$ cat src/rtl/sobel_edge_magnitude_assert.svh
// Assertion macros used by the sobel edge magnitude controller.
`ifndef SOBEL_EDGE_MAGNITUDE_ASSERT_SVH
`define SOBEL_EDGE_MAGNITUDE_ASSERT_SVH

// Same-cycle implication, checked on every rising edge out of reset.
`define SEM_ASSERT_NOW(lbl, ante, cons, msg) \
  lbl: assert property (@(posedge clk) disable iff (!rst_n) (ante) |-> (cons)) else $error(msg);

// Next-cycle implication, checked on every rising edge out of reset.
`define SEM_ASSERT_NEXT(lbl, ante, cons, msg) \
  lbl: assert property (@(posedge clk) disable iff (!rst_n) (ante) |=> (cons)) else $error(msg);

`endif

$ cat src/rtl/sem_pkg.sv
// Package: sizes, register indexes and controller/datapath interface types.
`timescale 1ns / 1ps
package sem_pkg;

  localparam int MAX_WIDTH  = 1024;
  localparam int MAX_HEIGHT = 4096;

  localparam int COL_W  = $clog2(MAX_WIDTH);        // column counter
  localparam int ROW_W  = $clog2(MAX_HEIGHT);       // row counter
  localparam int WID_W  = 11;                       // image_width register
  localparam int HGT_W  = 13;                       // image_height register
  localparam int ADDR_W = 3;
  localparam int DATA_W = 32;

  localparam int MIN_DIM = 3;
  localparam logic [WID_W-1:0] WIDTH_RESET  = WID_W'(640);
  localparam logic [HGT_W-1:0] HEIGHT_RESET = HGT_W'(480);

  // Register indexes (paddr[2])
  localparam logic REG_WIDTH  = 1'b0;
  localparam logic REG_HEIGHT = 1'b1;

  // Datapath widths
  localparam int PIX_W  = 8;
  localparam int GRAD_W = 12;   // signed gradient, -1020..1020
  localparam int ABS_W  = 10;   // magnitude of one gradient
  localparam int SQ_W   = 2 * ABS_W;
  localparam int SUM_W  = SQ_W + 1;
  localparam int ROOT_W = 8;
  localparam int IDX_W  = $clog2(ROOT_W);

  // Controller -> datapath commands
  typedef struct packed {
    logic capture;   // latch pixel, read both line stores
    logic calc;      // write line stores, form gradients, shift window, count
    logic mul;       // square both gradients
    logic sum;       // add squares, start root search
    logic step;      // one bit of the root search
    logic load;      // move result to the output register
  } sem_cmd_t;

  // Datapath -> controller status
  typedef struct packed {
    logic interior;  // current pixel completes an interior window
    logic root_last; // root search on its last bit
    logic out_free;  // output register can take a result this cycle
  } sem_sts_t;

endpackage

$ cat src/rtl/sem_regs.sv
// APB-style configuration registers with clamped image dimensions.
`timescale 1ns / 1ps
module sem_regs (
  input  logic                         clk,
  input  logic                         rst_n,
  input  logic                         psel,
  input  logic                         penable,
  input  logic                         pwrite,
  input  logic [sem_pkg::ADDR_W-1:0]   paddr,
  input  logic [sem_pkg::DATA_W-1:0]   pwdata,
  output logic [sem_pkg::DATA_W-1:0]   prdata,
  output logic                         pready,
  output logic [sem_pkg::WID_W-1:0]    eff_width,
  output logic [sem_pkg::HGT_W-1:0]    eff_height,
  output logic                         restart
);
  import sem_pkg::*;

  logic [WID_W-1:0] width_r;
  logic [HGT_W-1:0] height_r;
  logic             wr_en;
  logic             reg_idx;

  assign pready  = 1'b1;
  assign reg_idx = paddr[2];
  assign wr_en   = psel & penable & pwrite & pready;
  assign restart = wr_en;

  // Register writes
  always_ff @(posedge clk) begin
    if (!rst_n) begin
      width_r  <= WIDTH_RESET;
      height_r <= HEIGHT_RESET;
    end else if (wr_en) begin
      case (reg_idx)
        REG_WIDTH:  width_r  <= pwdata[WID_W-1:0];
        REG_HEIGHT: height_r <= pwdata[HGT_W-1:0];
        default:    ;
      endcase
    end
  end

  // Read back
  always_comb begin
    case (reg_idx)
      REG_WIDTH:  prdata = DATA_W'(width_r);
      REG_HEIGHT: prdata = DATA_W'(height_r);
      default:    prdata = '0;
    endcase
  end

  // Clamp into the supported range
  always_comb begin
    if (width_r < WID_W'(MIN_DIM))        eff_width = WID_W'(MIN_DIM);
    else if (width_r > WID_W'(MAX_WIDTH)) eff_width = WID_W'(MAX_WIDTH);
    else                                  eff_width = width_r;
    if (height_r < HGT_W'(MIN_DIM))         eff_height = HGT_W'(MIN_DIM);
    else if (height_r > HGT_W'(MAX_HEIGHT)) eff_height = HGT_W'(MAX_HEIGHT);
    else                                    eff_height = height_r;
  end

endmodule

$ cat config.mk
export PLATFORM = sky130hd
export DESIGN_NAME = sem_regs
export DESIGN_NICKNAME = d
export VERILOG_FILES = /design/src/rtl/sobel_edge_magnitude_assert.svh /design/src/rtl/sem_pkg.sv /design/src/rtl/sem_regs.sv
export SDC_FILE = /design/constraint.sdc
export NUM_CORES = 1
export LEC_CHECK = 0
export BUFFER_PORTS_ARGS = -buffer_cell sky130_fd_sc_hd__buf_2
export CORE_ASPECT_RATIO = 0.6
export CORE_MARGIN = 3
export CORE_UTILIZATION = 43
export DETAILED_ROUTE_END_ITERATION = 16
export PLACE_DENSITY = 0.81
export SYNTH_ARGS = -nofsm -noshare
export SYNTH_HDL_FRONTEND = slang
export SYNTH_SLANG_ARGS = --single-unit
export TNS_END_PERCENT = 100
$ cat constraint.sdc
create_clock -name clk -period 2.5 [get_ports clk]
set_input_delay 0.25 -clock clk [delete_from_list [all_inputs] [get_ports clk]]
set_output_delay 0.25 -clock clk [all_outputs]
set_load 0.005 [all_outputs]
# After elaboration in Yosys (flattened, before gate mapping)
# Cells that the tools add are included.
[op_classes]
magnitude_cmp = 4
n_mux = 5
bitwise_logic = 3
reduce_logical = 2
[op_table]
columns = ["cell", "n"]
rows = [
  ["$pmux W32 S2", 1],
  ["$mux W13", 2],
  ["$mux W11", 2],
  ["$gt A13 B13 Y1 const B", 1],
  ["$lt A13 B2 Y1 const B", 1],
  ["$gt A11 B11 Y1 const B", 1],
  ["$lt A11 B2 Y1 const B", 1],
  ["$reduce_and A2 Y1", 2],
  ["$and A1 B1 Y1", 2],
  ["$not A1 Y1", 1],
]
[totals]
register_bits = 24
input_bits = 40

# Logic depth before layout (Yosys ltp)
[depth]
ltp_word = 3
mapped_depth = 4
mapped_depth_nobuf = 3

# Least setup slack after synthesis
# No wires, ideal clock.
[synth_timing]
kind = "flip-flop to output port"
startpoint = "register height_r[2]"
endpoint = "output port eff_height[0] (netlist bit)"
arrival_ns = 0.847
setup_slack_ns = 1.403
path_stages_with_launch = 4
path_buffers = 0
cell_sequence = "dfxtp_1 nor4_1 nand3_1 a21oi_1"
[synth_via]
elab_chain_cells = 3
[synth_rtl]
columns = ["item", "line", "rtl"]
rows = [
  ["start, declared", "sem_regs.sv:20", "logic [HGT_W-1:0] height_r;"],
  ["start signal, assigned", "sem_regs.sv:37", "REG_HEIGHT: height_r <= pwdata[HGT_W-1:0];"],
  ["$gt A13 B13 Y1", "sem_regs.sv:58", "else if (height_r > HGT_W'(MAX_HEIGHT)) eff_height = HGT_W'(MAX_HEIGHT);"],
  ["$mux W13", "sem_regs.sv:58", ""],
  ["$mux W13 (*)", "sem_regs.sv:57", "if (height_r < HGT_W'(MIN_DIM)) eff_height = HGT_W'(MIN_DIM);"],
  ["end, declared", "sem_regs.sv:14", "output logic [sem_pkg::HGT_W-1:0] eff_height,"],
]
# Mark *: on every way between the ends. The rest lies on a longest branch, timed or not.

# Worst setup path in the final report
[layout_timing]
startpoint = "register height_r[2]"
endpoint = "output port eff_height[1] (netlist bit)"
# The elaborated chain is that of the path after synthesis.

==> flow_metrics.tcl <==
set metrics [dict create \
    fin_crit_sh_pct 69.7 \
    via_per_inst 4.71 \
    crit_fanout 4 \
    final_cells 253 \
    cts-root-buf "clkbuf_8" \
    yosysUniqueCellTypes 22 \
    initial_core_util_pct 46.2 \
    setup_violations 0 \
    drc 0 \
    yosysSeqAreaShare_pct 35.5 \
    grt_overflow 0 \
    status "finished, final reports clean" \
    skew_ns 0 \
    syn_area_um2 1350 \
    r2r-start "height_r[12]$_SDFFE_PN0P_" \
    worst_setup_path_end_kind "primary output" \
    path_cells "nor4_1, nand3_1, a21oi_1, buf_2" \
    cts_tree "built" \
    wl_per_cell_um 12.5 \
    dp_cells 250 \
    hold_violations 0 \
    finalWorstSetupSlack_ns 0.759 \
    antenna-diode-count 0 \
    ys.flop_type "dfxtp_1" \
    slowest_stage "nor4_1" \
    antenna_found_initial 0 \
    synth_commonest_cells "24 x dfxtp_1, 20 x buf_4, 19 x nand3_1" \
    hold_end "height_r[5]$_SDFFE_PN1P_" \
    power_density_nw_per_um2 451 \
    worstSetupPathType "reg2out" \
    cap_viol_max_count 0 \
    synth.most_common_cell "dfxtp_1" \
    place_ws_ns 0.636 \
    clockBufferDepth 2 \
    ff2ff_setup_slack_ns 1.54 \
    htreeDepth 1 \
    cts_hold_buf 0 \
    fin_tns_setup_ns 0 \
    first_pass_iters 4 \
    port_buffers 56 \
    vias 1192 \
    fmax_ghz 0.574 \
    place_congestion 0.753 \
    async_reset_ff_share_pct 0 \
    p_total_mw 0.714 \
    drt_wl_total_um 3150 \
    tightestPinTransition_ns 0.814 \
    gr-usage-all-layers_pct 16.1 \
    worstHoldStart "pwdata[5]" \
    final_nets 253 \
    maxSlewViolCount 0 \
    synth-seq-cells 24 \
    die_w_um 78.4 \
    start_kind "flip-flop" \
    synth_top_area_share_pct 35.5 \
    drive_gt1_share_pct 33.6 \
    max_stage_delay_ns 0.40 \
    vdd_ir_drop_max_uv 265 \
    yosysTopAreaCell "dfxtp_1" \
    grt_pass1_wl_um 5000 \
    ant_nets 0 \
    min_path_cells 3 \
    synthCells 167 \
    post-dp-hpwl_um 2350 \
    synth_area_per_cell_um2 8.10 \
    post-cts-setup-buffers 0 \
    ioPinCount 98 \
    synth-edff-count 0 \
    leakage_nw 0.805 \
    design.die.area_um2 3880 \
    max_slew_margin_pct 45.5 \
    cts_sinks 24 \
    rows 15 \
    area_growth_pct 17.0 \
    critPathArrivalTime_ns 1.49 \
    netlist_top_cells_area "dfxtp_1 36%, buf_4 11%, mux2_2 9.2%, nor2b_1 8.3%, nand3_1 7.0%" \
    grt_max_degree 37 \
    grt_pass1_vias 1097 \
    r2r_cells 2 \
    synth_warnings 0 \
    worstReg2RegEnd "height_r[12]$_SDFFE_PN0P_" \
    whs_ns 0.220 \
    rsz0062_at_grt "no" \
    drt_iter0_drc 52 \
    core-area_um2 2930 \
    clk-insertion-delay-late_ns 0.26 \
    die_y_um 49.4 \
    fin_crit_ns 1.74 \
    cts.repair.resized 0 \
    clk_pin_slew_worst_paths_ns 0.08 \
    cp.required_ns 2.25 \
    hold_class "in2reg" \
    cts-buffers-inserted 3 \
]
kinds of logic after synthesis:
group	share of synthesized area [%]
other cells	0.555
buf+inv	16.2
compound gates	8.14
simple gates	26.0
flops	35.5
mux	13.6
report_power, final:
group / internal, mW / leakage [nW] / switching (mW)
clock: 0.107 / 0.0216 / 0.113
sequential: 0.390 / 0.194 / 0.00950
combinational: 0.0420 / 0.589 / 0.0518
layer usage:
| metal | vias to the layer above | GRT usage, % | wire length, um |
|---|---|---|---|
| li1 | 611 | - | - |
| met1 | 540 | 21.8 | 1470 |
| met2 | 39 | 24.0 | 1400 |
| met3 | 2 | 7.20 | 269 |
| met4 | 0 | 2.62 | 8 |
| met5 | - | 0 | 0 |
flip-flops by register name, summed over array words and instances, names as in the netlist:
signal / count
width_r: 11
height_r: 13
layout by cell type, fill, tap and decap left out, drive strengths merged:
cell type / synthesis / layout
and2: 2 / 2
dfxtp: 24 / 24
a21oi: 4 / 4
nor2b: 18 / 18
conb: 2 / 20
inv: 2 / 2
nand3: 19 / 19
mux2: 11 / 11
nand4b: 1 / 1
mux2i: 6 / 6
nand4: 1 / 1
clkbuf: 6 / 3
and3: 1 / 1
nor2: 3 / 3
nand2: 18 / 18
nor4: 4 / 4
buf: 27 / 56
o21ai: 18 / 18
worst max-delay path by stage:
stage / from / to / slack (ns) / depth (start not counted)
2_1_floorplan: height_r[2]$_SDFFE_PN0P_ / eff_height[0] / 1.40 / 3
4_1_cts: height_r[2]$_SDFFE_PN0P_ / eff_height[1] / 0.74 / 4
3_3_place_gp: paddr[2] / width_r[7]$_SDFFE_PN1P_ / 0.68 / 4
5_1_grt: height_r[3]$_SDFFE_PN0P_ / eff_height[0] / 0.64 / 4
3_5_place_dp: paddr[2] / width_r[7]$_SDFFE_PN1P_ / 0.64 / 4
6_report: height_r[2]$_SDFFE_PN0P_ / eff_height[1] / 0.76 / 4
cell type report:
| class | instances | area, um^2 |
|---|---|---|
| Fill cell | 306 | 1350 |
| Multi-Input combinational cell | 126 | 721 |
| Sequential cell | 24 | 480 |
| Timing Repair Buffer | 56 | 280 |
| Tap cell | 42 | 52.6 |
| Clock buffer | 3 | 41.3 |
| Inverter | 2 | 7.51 |
critical path, delay by kind of cell, from the launching register on:
| family | cells | cell delay, ns |
|---|---|---|
| DFF | 1 | 0.33 |
| AOI/OAI and AO/OA | 1 | 0.17 |
| buffers and inverters | 1 | 0.14 |
| and+or+nand+nor | 2 | 0.59 |
through the flow:
step	utilization (%)	area, um^2
final	54.1	1580
after global routing	54.1	1580
after CTS	54.1	1580
after detailed placement	52.6	1540
after global placement	52.6	1540
after floorplan	-	1420
(Power assumes the default switching activity.)
