### src/rtl/sobel_edge_magnitude_assert.svh
// Assertion macros used by the sobel edge magnitude controller.
`ifndef SOBEL_EDGE_MAGNITUDE_ASSERT_SVH
`define SOBEL_EDGE_MAGNITUDE_ASSERT_SVH

// Same-cycle implication, checked on every rising edge out of reset.
`define SEM_ASSERT_NOW(lbl, ante, cons, msg) \
  lbl: assert property (@(posedge clk) disable iff (!rst_n) (ante) |-> (cons)) else $error(msg);

// Next-cycle implication, checked on every rising edge out of reset.
`define SEM_ASSERT_NEXT(lbl, ante, cons, msg) \
  lbl: assert property (@(posedge clk) disable iff (!rst_n) (ante) |=> (cons)) else $error(msg);

`endif

### src/rtl/sem_pkg.sv
// Package: sizes, register indexes and controller/datapath interface types.
`timescale 1ns / 1ps
package sem_pkg;

  localparam int MAX_WIDTH  = 1024;
  localparam int MAX_HEIGHT = 4096;

  localparam int COL_W  = $clog2(MAX_WIDTH);        // column counter
  localparam int ROW_W  = $clog2(MAX_HEIGHT);       // row counter
  localparam int WID_W  = 11;                       // image_width register
  localparam int HGT_W  = 13;                       // image_height register
  localparam int ADDR_W = 3;
  localparam int DATA_W = 32;

  localparam int MIN_DIM = 3;
  localparam logic [WID_W-1:0] WIDTH_RESET  = WID_W'(640);
  localparam logic [HGT_W-1:0] HEIGHT_RESET = HGT_W'(480);

  // Register indexes (paddr[2])
  localparam logic REG_WIDTH  = 1'b0;
  localparam logic REG_HEIGHT = 1'b1;

  // Datapath widths
  localparam int PIX_W  = 8;
  localparam int GRAD_W = 12;   // signed gradient, -1020..1020
  localparam int ABS_W  = 10;   // magnitude of one gradient
  localparam int SQ_W   = 2 * ABS_W;
  localparam int SUM_W  = SQ_W + 1;
  localparam int ROOT_W = 8;
  localparam int IDX_W  = $clog2(ROOT_W);

  // Controller -> datapath commands
  typedef struct packed {
    logic capture;   // latch pixel, read both line stores
    logic calc;      // write line stores, form gradients, shift window, count
    logic mul;       // square both gradients
    logic sum;       // add squares, start root search
    logic step;      // one bit of the root search
    logic load;      // move result to the output register
  } sem_cmd_t;

  // Datapath -> controller status
  typedef struct packed {
    logic interior;  // current pixel completes an interior window
    logic root_last; // root search on its last bit
    logic out_free;  // output register can take a result this cycle
  } sem_sts_t;

endpackage

### src/rtl/sem_ctrl.sv
// Controller: sequences one pixel through store update, squares and root search.
`timescale 1ns / 1ps
module sem_ctrl (
  input  logic              clk,
  input  logic              rst_n,
  input  logic              in_valid,
  output logic              in_ready,
  input  sem_pkg::sem_sts_t sts,
  output sem_pkg::sem_cmd_t cmd
);
  import sem_pkg::*;

  localparam logic [2:0] S_IDLE = 3'd0;
  localparam logic [2:0] S_CALC = 3'd1;
  localparam logic [2:0] S_MUL  = 3'd2;
  localparam logic [2:0] S_SUM  = 3'd3;
  localparam logic [2:0] S_ROOT = 3'd4;
  localparam logic [2:0] S_LOAD = 3'd5;

  logic [2:0] state_r, state_nxt;

  always_ff @(posedge clk) begin
    if (!rst_n) state_r <= S_IDLE;
    else        state_r <= state_nxt;
  end

  // Next state and commands
  always_comb begin
    state_nxt = state_r;
    cmd       = '0;
    in_ready  = 1'b0;
    case (state_r)
      S_IDLE: begin
        in_ready = 1'b1;
        if (in_valid) begin
          cmd.capture = 1'b1;
          state_nxt   = S_CALC;
        end
      end
      S_CALC: begin
        cmd.calc  = 1'b1;
        state_nxt = sts.interior ? S_MUL : S_IDLE;
      end
      S_MUL: begin
        cmd.mul   = 1'b1;
        state_nxt = S_SUM;
      end
      S_SUM: begin
        cmd.sum   = 1'b1;
        state_nxt = S_ROOT;
      end
      S_ROOT: begin
        cmd.step = 1'b1;
        if (sts.root_last) state_nxt = S_LOAD;
      end
      S_LOAD: begin
        if (sts.out_free) begin
          cmd.load  = 1'b1;
          state_nxt = S_IDLE;
        end
      end
      default: state_nxt = S_IDLE;
    endcase
  end

`include "sobel_edge_magnitude_assert.svh"

  `SEM_ASSERT_NEXT(a_accept_to_calc, in_valid && in_ready, state_r == S_CALC, "transfer not followed by calc")
  `SEM_ASSERT_NEXT(a_border_returns, (state_r == S_CALC) && !sts.interior, state_r == S_IDLE, "border pixel did not return to idle")
  `SEM_ASSERT_NEXT(a_root_to_load, (state_r == S_ROOT) && sts.root_last, state_r == S_LOAD, "root search did not finish")
  `SEM_ASSERT_NEXT(a_sum_to_root, state_r == S_SUM, (state_r == S_ROOT) && !sts.root_last, "root search not started at top bit")

endmodule

### config.mk
export PLATFORM = sky130hd
export DESIGN_NAME = sem_ctrl
export DESIGN_NICKNAME = d
export VERILOG_FILES = /design/src/rtl/sem_pkg.sv /design/src/rtl/sem_ctrl.sv
export VERILOG_INCLUDE_DIRS = /design/src /design/src/rtl
export SDC_FILE = /design/constraint.sdc
export NUM_CORES = 1
export LEC_CHECK = 0
export ABC_CLOCK_PERIOD_IN_PS = 1000
export BUFFER_PORTS_ARGS = -buffer_cell sky130_fd_sc_hd__buf_4
export CORE_AREA = 10 10 47 49
export CTS_BUF_LIST = sky130_fd_sc_hd__clkbuf_8
export CTS_CLUSTER_SIZE = 24
export DETAILED_ROUTE_END_ITERATION = 12
export DIE_AREA = 0 0 57 59
export GPL_ROUTABILITY_DRIVEN = 0
export GPL_TIMING_DRIVEN = 0
export PLACE_DENSITY_LB_ADDON = 0.2
export SYNTH_ARGS = -nofsm -noshare
export SYNTH_HDL_FRONTEND = slang
export SYNTH_SLANG_ARGS = --single-unit
### constraint.sdc
create_clock -name clk -period 1 [get_ports clk]
set_input_delay 0.2 -clock clk [delete_from_list [all_inputs] [get_ports clk]]
set_output_delay 0.2 -clock clk [all_outputs]
set_load 0.02 [all_outputs]
# Word level (Yosys, flattened, before mapping)
# Cells that the tools add are included.
# word_totals
memories	0
romBits	0
ram_bits	0
output_inout_bits	7
latchBits	0
register_bits	3
in_bits	6
# op_classes
n_reduce_logical	2
bitwise	0
div	0
n_eq_ne	8
magnitude_cmp	0
multipliers	0
shifts	0
mux	14
addsub	0
# ops
cell	n
$pmux 3 s6	1
$mux 1	9
$mux 3	3
$eq 3x2->1 const B	2
$eq 3x3->1 const B	2
$ne 2x2->1 const B	3
$eq 3x1->1 const B	1
$logic_not 3->1	1
$reduce_and 3->1	1
$mux 2	1

# Depth between registers and ports, before layout
# depth
ltp_word	3
depth_mapped	4

# Worst setup path after synthesis
# No wires, ideal clock.
# synth_path
path_kind	register to output
from	register state_r[0]
to	output cmd[5] (netlist bit)
arrival_ns	1.234
setup_slack_ns	-0.434
stages_incl_launch_ff	4
path_cell_list	dfxtp_1 buf_6 nor3_1 and2_1
# synth_lines
element	line_no	rtl
from (decl)	sem_ctrl.sv:20	logic [2:0] state_r, state_nxt;
from (signal assigned)	sem_ctrl.sv:24	else state_r <= state_nxt;
to (decl)	sem_ctrl.sv:9	output sem_pkg::sem_cmd_t cmd

==> impl_results.html <==
<table>
<tr><th>Metric</th><th>Value</th></tr>
<tr><th colspan="2">Routing</th></tr>
<tr><td>Routed wire length per instance</td><td>12.1 um</td></tr>
<tr><td>Initial DRT Pass Iterations</td><td>2</td></tr>
<tr><td>Vias</td><td>267</td></tr>
<tr><td>Overall routed net length</td><td>roughly 780 um</td></tr>
<tr><td>Initial drt markers</td><td>3</td></tr>
<tr><td>DRC</td><td>0</td></tr>
<tr><td>Via density per instance</td><td>4.17</td></tr>
<tr><td>Post-route antenna net violation count</td><td>0</td></tr>
<tr><th colspan="2">Die</th></tr>
<tr><td>Number of top-level pins</td><td>13</td></tr>
<tr><td>Core Area</td><td>1400 um^2</td></tr>
<tr><td>Starting Density</td><td>a little over an eighth</td></tr>
<tr><td>Die ar.</td><td>3360 um^2</td></tr>
<tr><td>Die Wd</td><td>between 50 and 60 um</td></tr>
<tr><td>Number of placement rows</td><td>14</td></tr>
<tr><td>Overall die height</td><td>between 50 and 60 um</td></tr>
<tr><th colspan="2">Critical path</th></tr>
<tr><td>Reg2reg start</td><td>state_r[0]</td></tr>
<tr><td>Crit-path max FO</td><td>5</td></tr>
<tr><td>Number of cells traversed by the worst register-to-register path</td><td>5</td></tr>
<tr><td>Start-to-end type of the worst setup path</td><td>reg -&gt; out</td></tr>
<tr><td>Worst setup slack for register-to-register paths</td><td>-0.13 ns</td></tr>
<tr><td>Startpoint of the worst setup timing path</td><td>state_r[2]</td></tr>
<tr><td>Endpoint arrival time on the critical path</td><td>slightly above 1 ns</td></tr>
<tr><td>Endpoint of the worst register-to-register path</td><td>state_r[1]</td></tr>
<tr><td>Data required time at the worst endpoint</td><td>0.80 ns</td></tr>
<tr><td>Kind of start point of the critical path</td><td>flip-flop</td></tr>
<tr><td>Nature of the critical path endpoint</td><td>output port</td></tr>
<tr><td>Worst Setup EP</td><td>cmd[5]</td></tr>
<tr><th colspan="2">Timing</th></tr>
<tr><td>Final setup slack of the worst path</td><td>-0.235 ns</td></tr>
<tr><td>Fin. max-slew vios</td><td>0</td></tr>
<tr><td>Worst-margin pin slew</td><td>~0.14 ns</td></tr>
<tr><td>Post-route clock skew</td><td>0.00122 ns</td></tr>
<tr><td>Setup violation total in the final timing report</td><td>8</td></tr>
<tr><td>Slew Limit Headroom</td><td>90.9%</td></tr>
<tr><td>Highest Clock Rate</td><td>between 800 and 900 MHz</td></tr>
<tr><td>Final worst path period share</td><td>123%</td></tr>
<tr><td>Unrepaired setup endpoints after global routing</td><td>true</td></tr>
<tr><td>Final critical-path required period</td><td>between 1 and 1.5 ns</td></tr>
<tr><td>Final Hold Fails</td><td>0</td></tr>
<tr><th colspan="2">CTS</th></tr>
<tr><td>Longest Clk Path Bufs</td><td>2</td></tr>
<tr><td>TritonCTS clock tree</td><td>yes</td></tr>
<tr><td>Hold-fix buffer count after cts</td><td>0</td></tr>
<tr><td>Clock transition at the register clock pins on the worst setup and hold paths after CTS</td><td>roughly 0.030 ns</td></tr>
<tr><td>Later-pin clock latency in the skew report</td><td>around 0.21 ns</td></tr>
<tr><td>Number of clock buffers inserted by TritonCTS</td><td>3</td></tr>
<tr><td>Cell at the root of the clock tree</td><td>clkbuf_8</td></tr>
<tr><td>CTS HTree Levels</td><td>1</td></tr>
<tr><td>CTS sink count</td><td>3</td></tr>
<tr><th colspan="2">Pwr</th></tr>
<tr><td>Power density of the placed cells</td><td>about 1300 nW/um^2</td></tr>
<tr><td>Comb power frac</td><td>between 20% and 30%</td></tr>
<tr><td>Worst ir drop on vdd</td><td>around 670 uV</td></tr>
<tr><td>Psw</td><td>168 uW</td></tr>
<tr><td>Cell Int Power</td><td>489 uW</td></tr>
<tr><td>Leakage power summed over all cells</td><td>0.000227 uW</td></tr>
<tr><td>Fraction of power spent switching nets</td><td>approximately 26%</td></tr>
<tr><td>Part of the total power dissipated in the clock network</td><td>between 50% and 60%</td></tr>
<tr><td>Sequential share of power</td><td>roughly 21%</td></tr>
<tr><th colspan="2">Global route</th></tr>
<tr><td>Via count of the first global-routing pass</td><td>roughly 300</td></tr>
<tr><td>First-pass GRT wire length</td><td>around 1300 um</td></tr>
<tr><td>Remaining global-route overflow</td><td>0</td></tr>
<tr><td>Antenna violations before repair</td><td>0</td></tr>
<tr><td>Maximum number of pins on one net before global-route repair</td><td>7</td></tr>
<tr><td>Gr usage total</td><td>4.89%</td></tr>
<tr><th colspan="2">Synthesis</th></tr>
<tr><td>Combinational family with the most area after synthesis</td><td>simple AND/OR/NAND/NOR gates</td></tr>
<tr><td>Synthesized Nets</td><td>30</td></tr>
<tr><td>Proportion of netlist area held by the largest area contributor</td><td>31.4%</td></tr>
<tr><td>Average size of a mapped cell</td><td>7.98 um^2</td></tr>
<tr><td>Part of the Yosys area used for sequential elements</td><td>31.4%</td></tr>
<tr><td>Cell types with the largest area share after synthesis</td><td>dfxtp_1, nor2_1, o21a_1</td></tr>
<tr><td>Adder-cell area share of the yosys netlist</td><td>0%</td></tr>
<tr><td>Count of distinct cell types in the synthesized netlist</td><td>14</td></tr>
<tr><td>XOR/XNOR Fraction of Synth Area</td><td>0%</td></tr>
<tr><td>Area leader, netlist</td><td>dfxtp_1</td></tr>
<tr><td>Simple-gate portion of the synthesized area</td><td>approximately two fifths</td></tr>
<tr><td>Commonest register cell after synthesis</td><td>dfxtp_1</td></tr>
<tr><td>Multiplexer area fraction after synthesis</td><td>roughly 5.9%</td></tr>
<tr><td>Most common library cells after synthesis</td><td>nor2_1, dfxtp_1, nand2_1</td></tr>
<tr><td>Cell count after synthesis</td><td>24</td></tr>
<tr><td>Most repeated cell in the gate-level netlist after synthesis</td><td>nor2_1</td></tr>
<tr><td>Number of enable flip-flop cells after synthesis</td><td>0</td></tr>
<tr><td>Synth Area in Compound Gates</td><td>15.0%</td></tr>
<tr><td>Count of state elements after synthesis</td><td>3</td></tr>
<tr><td>Syn Std Cell Area</td><td>between 150 and 200 um^2</td></tr>
<tr><td>Total of warnings raised by yosys</td><td>0</td></tr>
<tr><td>Post-synth ARST share</td><td>0%</td></tr>
<tr><th colspan="2">Placement</th></tr>
<tr><td>Number of cells in the design after placement</td><td>52</td></tr>
<tr><td>Post-detail-place hpwl</td><td>between 500 and 600 um</td></tr>
<tr><td>Number of port buffers</td><td>12</td></tr>
<tr><th colspan="2">Layout</th></tr>
<tr><td>Post-Route Utilization</td><td>between 30% and 40%</td></tr>
<tr><td>Number of flip-flops in the largest register</td><td>3</td></tr>
<tr><td>Antenna diodes</td><td>0</td></tr>
<tr><td>Area overhead of the layout relative to synthesis</td><td>171%</td></tr>
<tr><td>Net count reported at finish</td><td>55</td></tr>
<tr><td>Number of non-filler instances in the completed layout</td><td>64</td></tr>
<tr><td>Regs by FF count</td><td>state_r: 3 flops</td></tr>
<tr><td>Top reg by flops</td><td>state_r</td></tr>
<tr><td>Layout cell share with drive strength beyond 1</td><td>89.6%</td></tr>
<tr><th colspan="2">Min path</th></tr>
<tr><td>Tightest Hold Check Type</td><td>in -&gt; reg</td></tr>
<tr><td>Number of cells on the worst hold path</td><td>2</td></tr>
<tr><th colspan="2">Outcome</th></tr>
<tr><td>Failing checks</td><td>negative setup slack</td></tr>
<tr><td>Run status</td><td>complete, but fails checks</td></tr>
<tr><th colspan="2">Run</th></tr>
<tr><td>Maximum capacitance violations</td><td>0</td></tr>
</table>
[power groups by stage]
| stage | logic, uW | clock network, uW | registers (uW) |
|---|---|---|---|
| global placement | 124 | 0 | 137 |
| detailed placement | 126 | 0 | 138 |
| floorplan | 74.4 | 0 | 136 |
| CTS | 161 | 350 | 134 |
| finish | 184 | 339 | 135 |
| global route | 196 | 364 | 137 |
[worst min-delay path by stage]
| stage | startpoint | slack [ns] | end |
|---|---|---|---|
| after detailed placement | rst_n | 0.44 | state_r[2] |
| after global placement | rst_n | 0.43 | state_r[2] |
| final | rst_n | 0.24 | state_r[2] |
| after global routing | rst_n | 0.24 | state_r[2] |
| after floorplan | rst_n | 0.32 | state_r[2] |
| after CTS | rst_n | 0.21 | state_r[2] |
[logic make-up after synthesis]
| group | count (synthesis) |
|---|---|
| AOI/OAI and AO/OA | 4 |
| buffers and inverters | 1 |
| DFF | 3 |
| muxes | 1 |
| and+or+nand+nor | 15 |
[worst max-delay path, cell delays in order (launching register included)]
cell	delay, ns
dfxtp_4	0.37
nor3_4	0.19
and2_4	0.16
buf_6	0.11
[layout by cell type, fill, tap and decap left out, types with 2 or more instances in the layout]
cell type and count:
nor2_4 3, nor3b_2 2, buf_4 13, and2_4 2
o21a_1 2, clkbuf_8 3, nand2_2 3, dfxtp_4 2
buf_6 8
[routing by layer]
metal	GRT usage, %	up-vias	share of wire [%]
met1	5.26	127	43
met2	7.13	11	48
met5	0	-	0
met3	2.36	0	9.1
li1	-	129	-
met4	4.03	0	0
[repair_timing]
| action | in CTS | in global routing |
|---|---|---|
| gates resized for setup | 14 | 12 |
| endpoints found under the setup margin | 10 | 8 |
| gates cloned | 1 | 0 |
| pin swaps | 2 | 2 |
| setup buffers | 5 | 2 |
[cell type report]
class                   count  area [um^2]
repair buffers             20          176
multi-input cells          20          196
flip-flops and latches      3         68.8
fillers                   164          883
plain buffers               1         11.3
clock inverters             1         3.75
clock buffers               3         41.3
well taps                  16         20.0
[stage by stage]
step / setup TNS, ns / area (um^2) / hold slack (ns) / worst slack (ns) / power (uW)
after floorplan: -0.369 / 215 / 0.318 / -0.150 / 211
after global placement: -0.586 / 325 / 0.428 / -0.112 / 261
after detailed placement: -0.761 / 325 / 0.440 / -0.145 / 264
after CTS: -1.44 / 457 / 0.214 / -0.235 / 646
after global routing: -1.79 / 518 / 0.241 / -0.270 / 697
final: -1.42 / 518 / 0.236 / -0.235 / 658
Power figures use the tool's default switching activity.
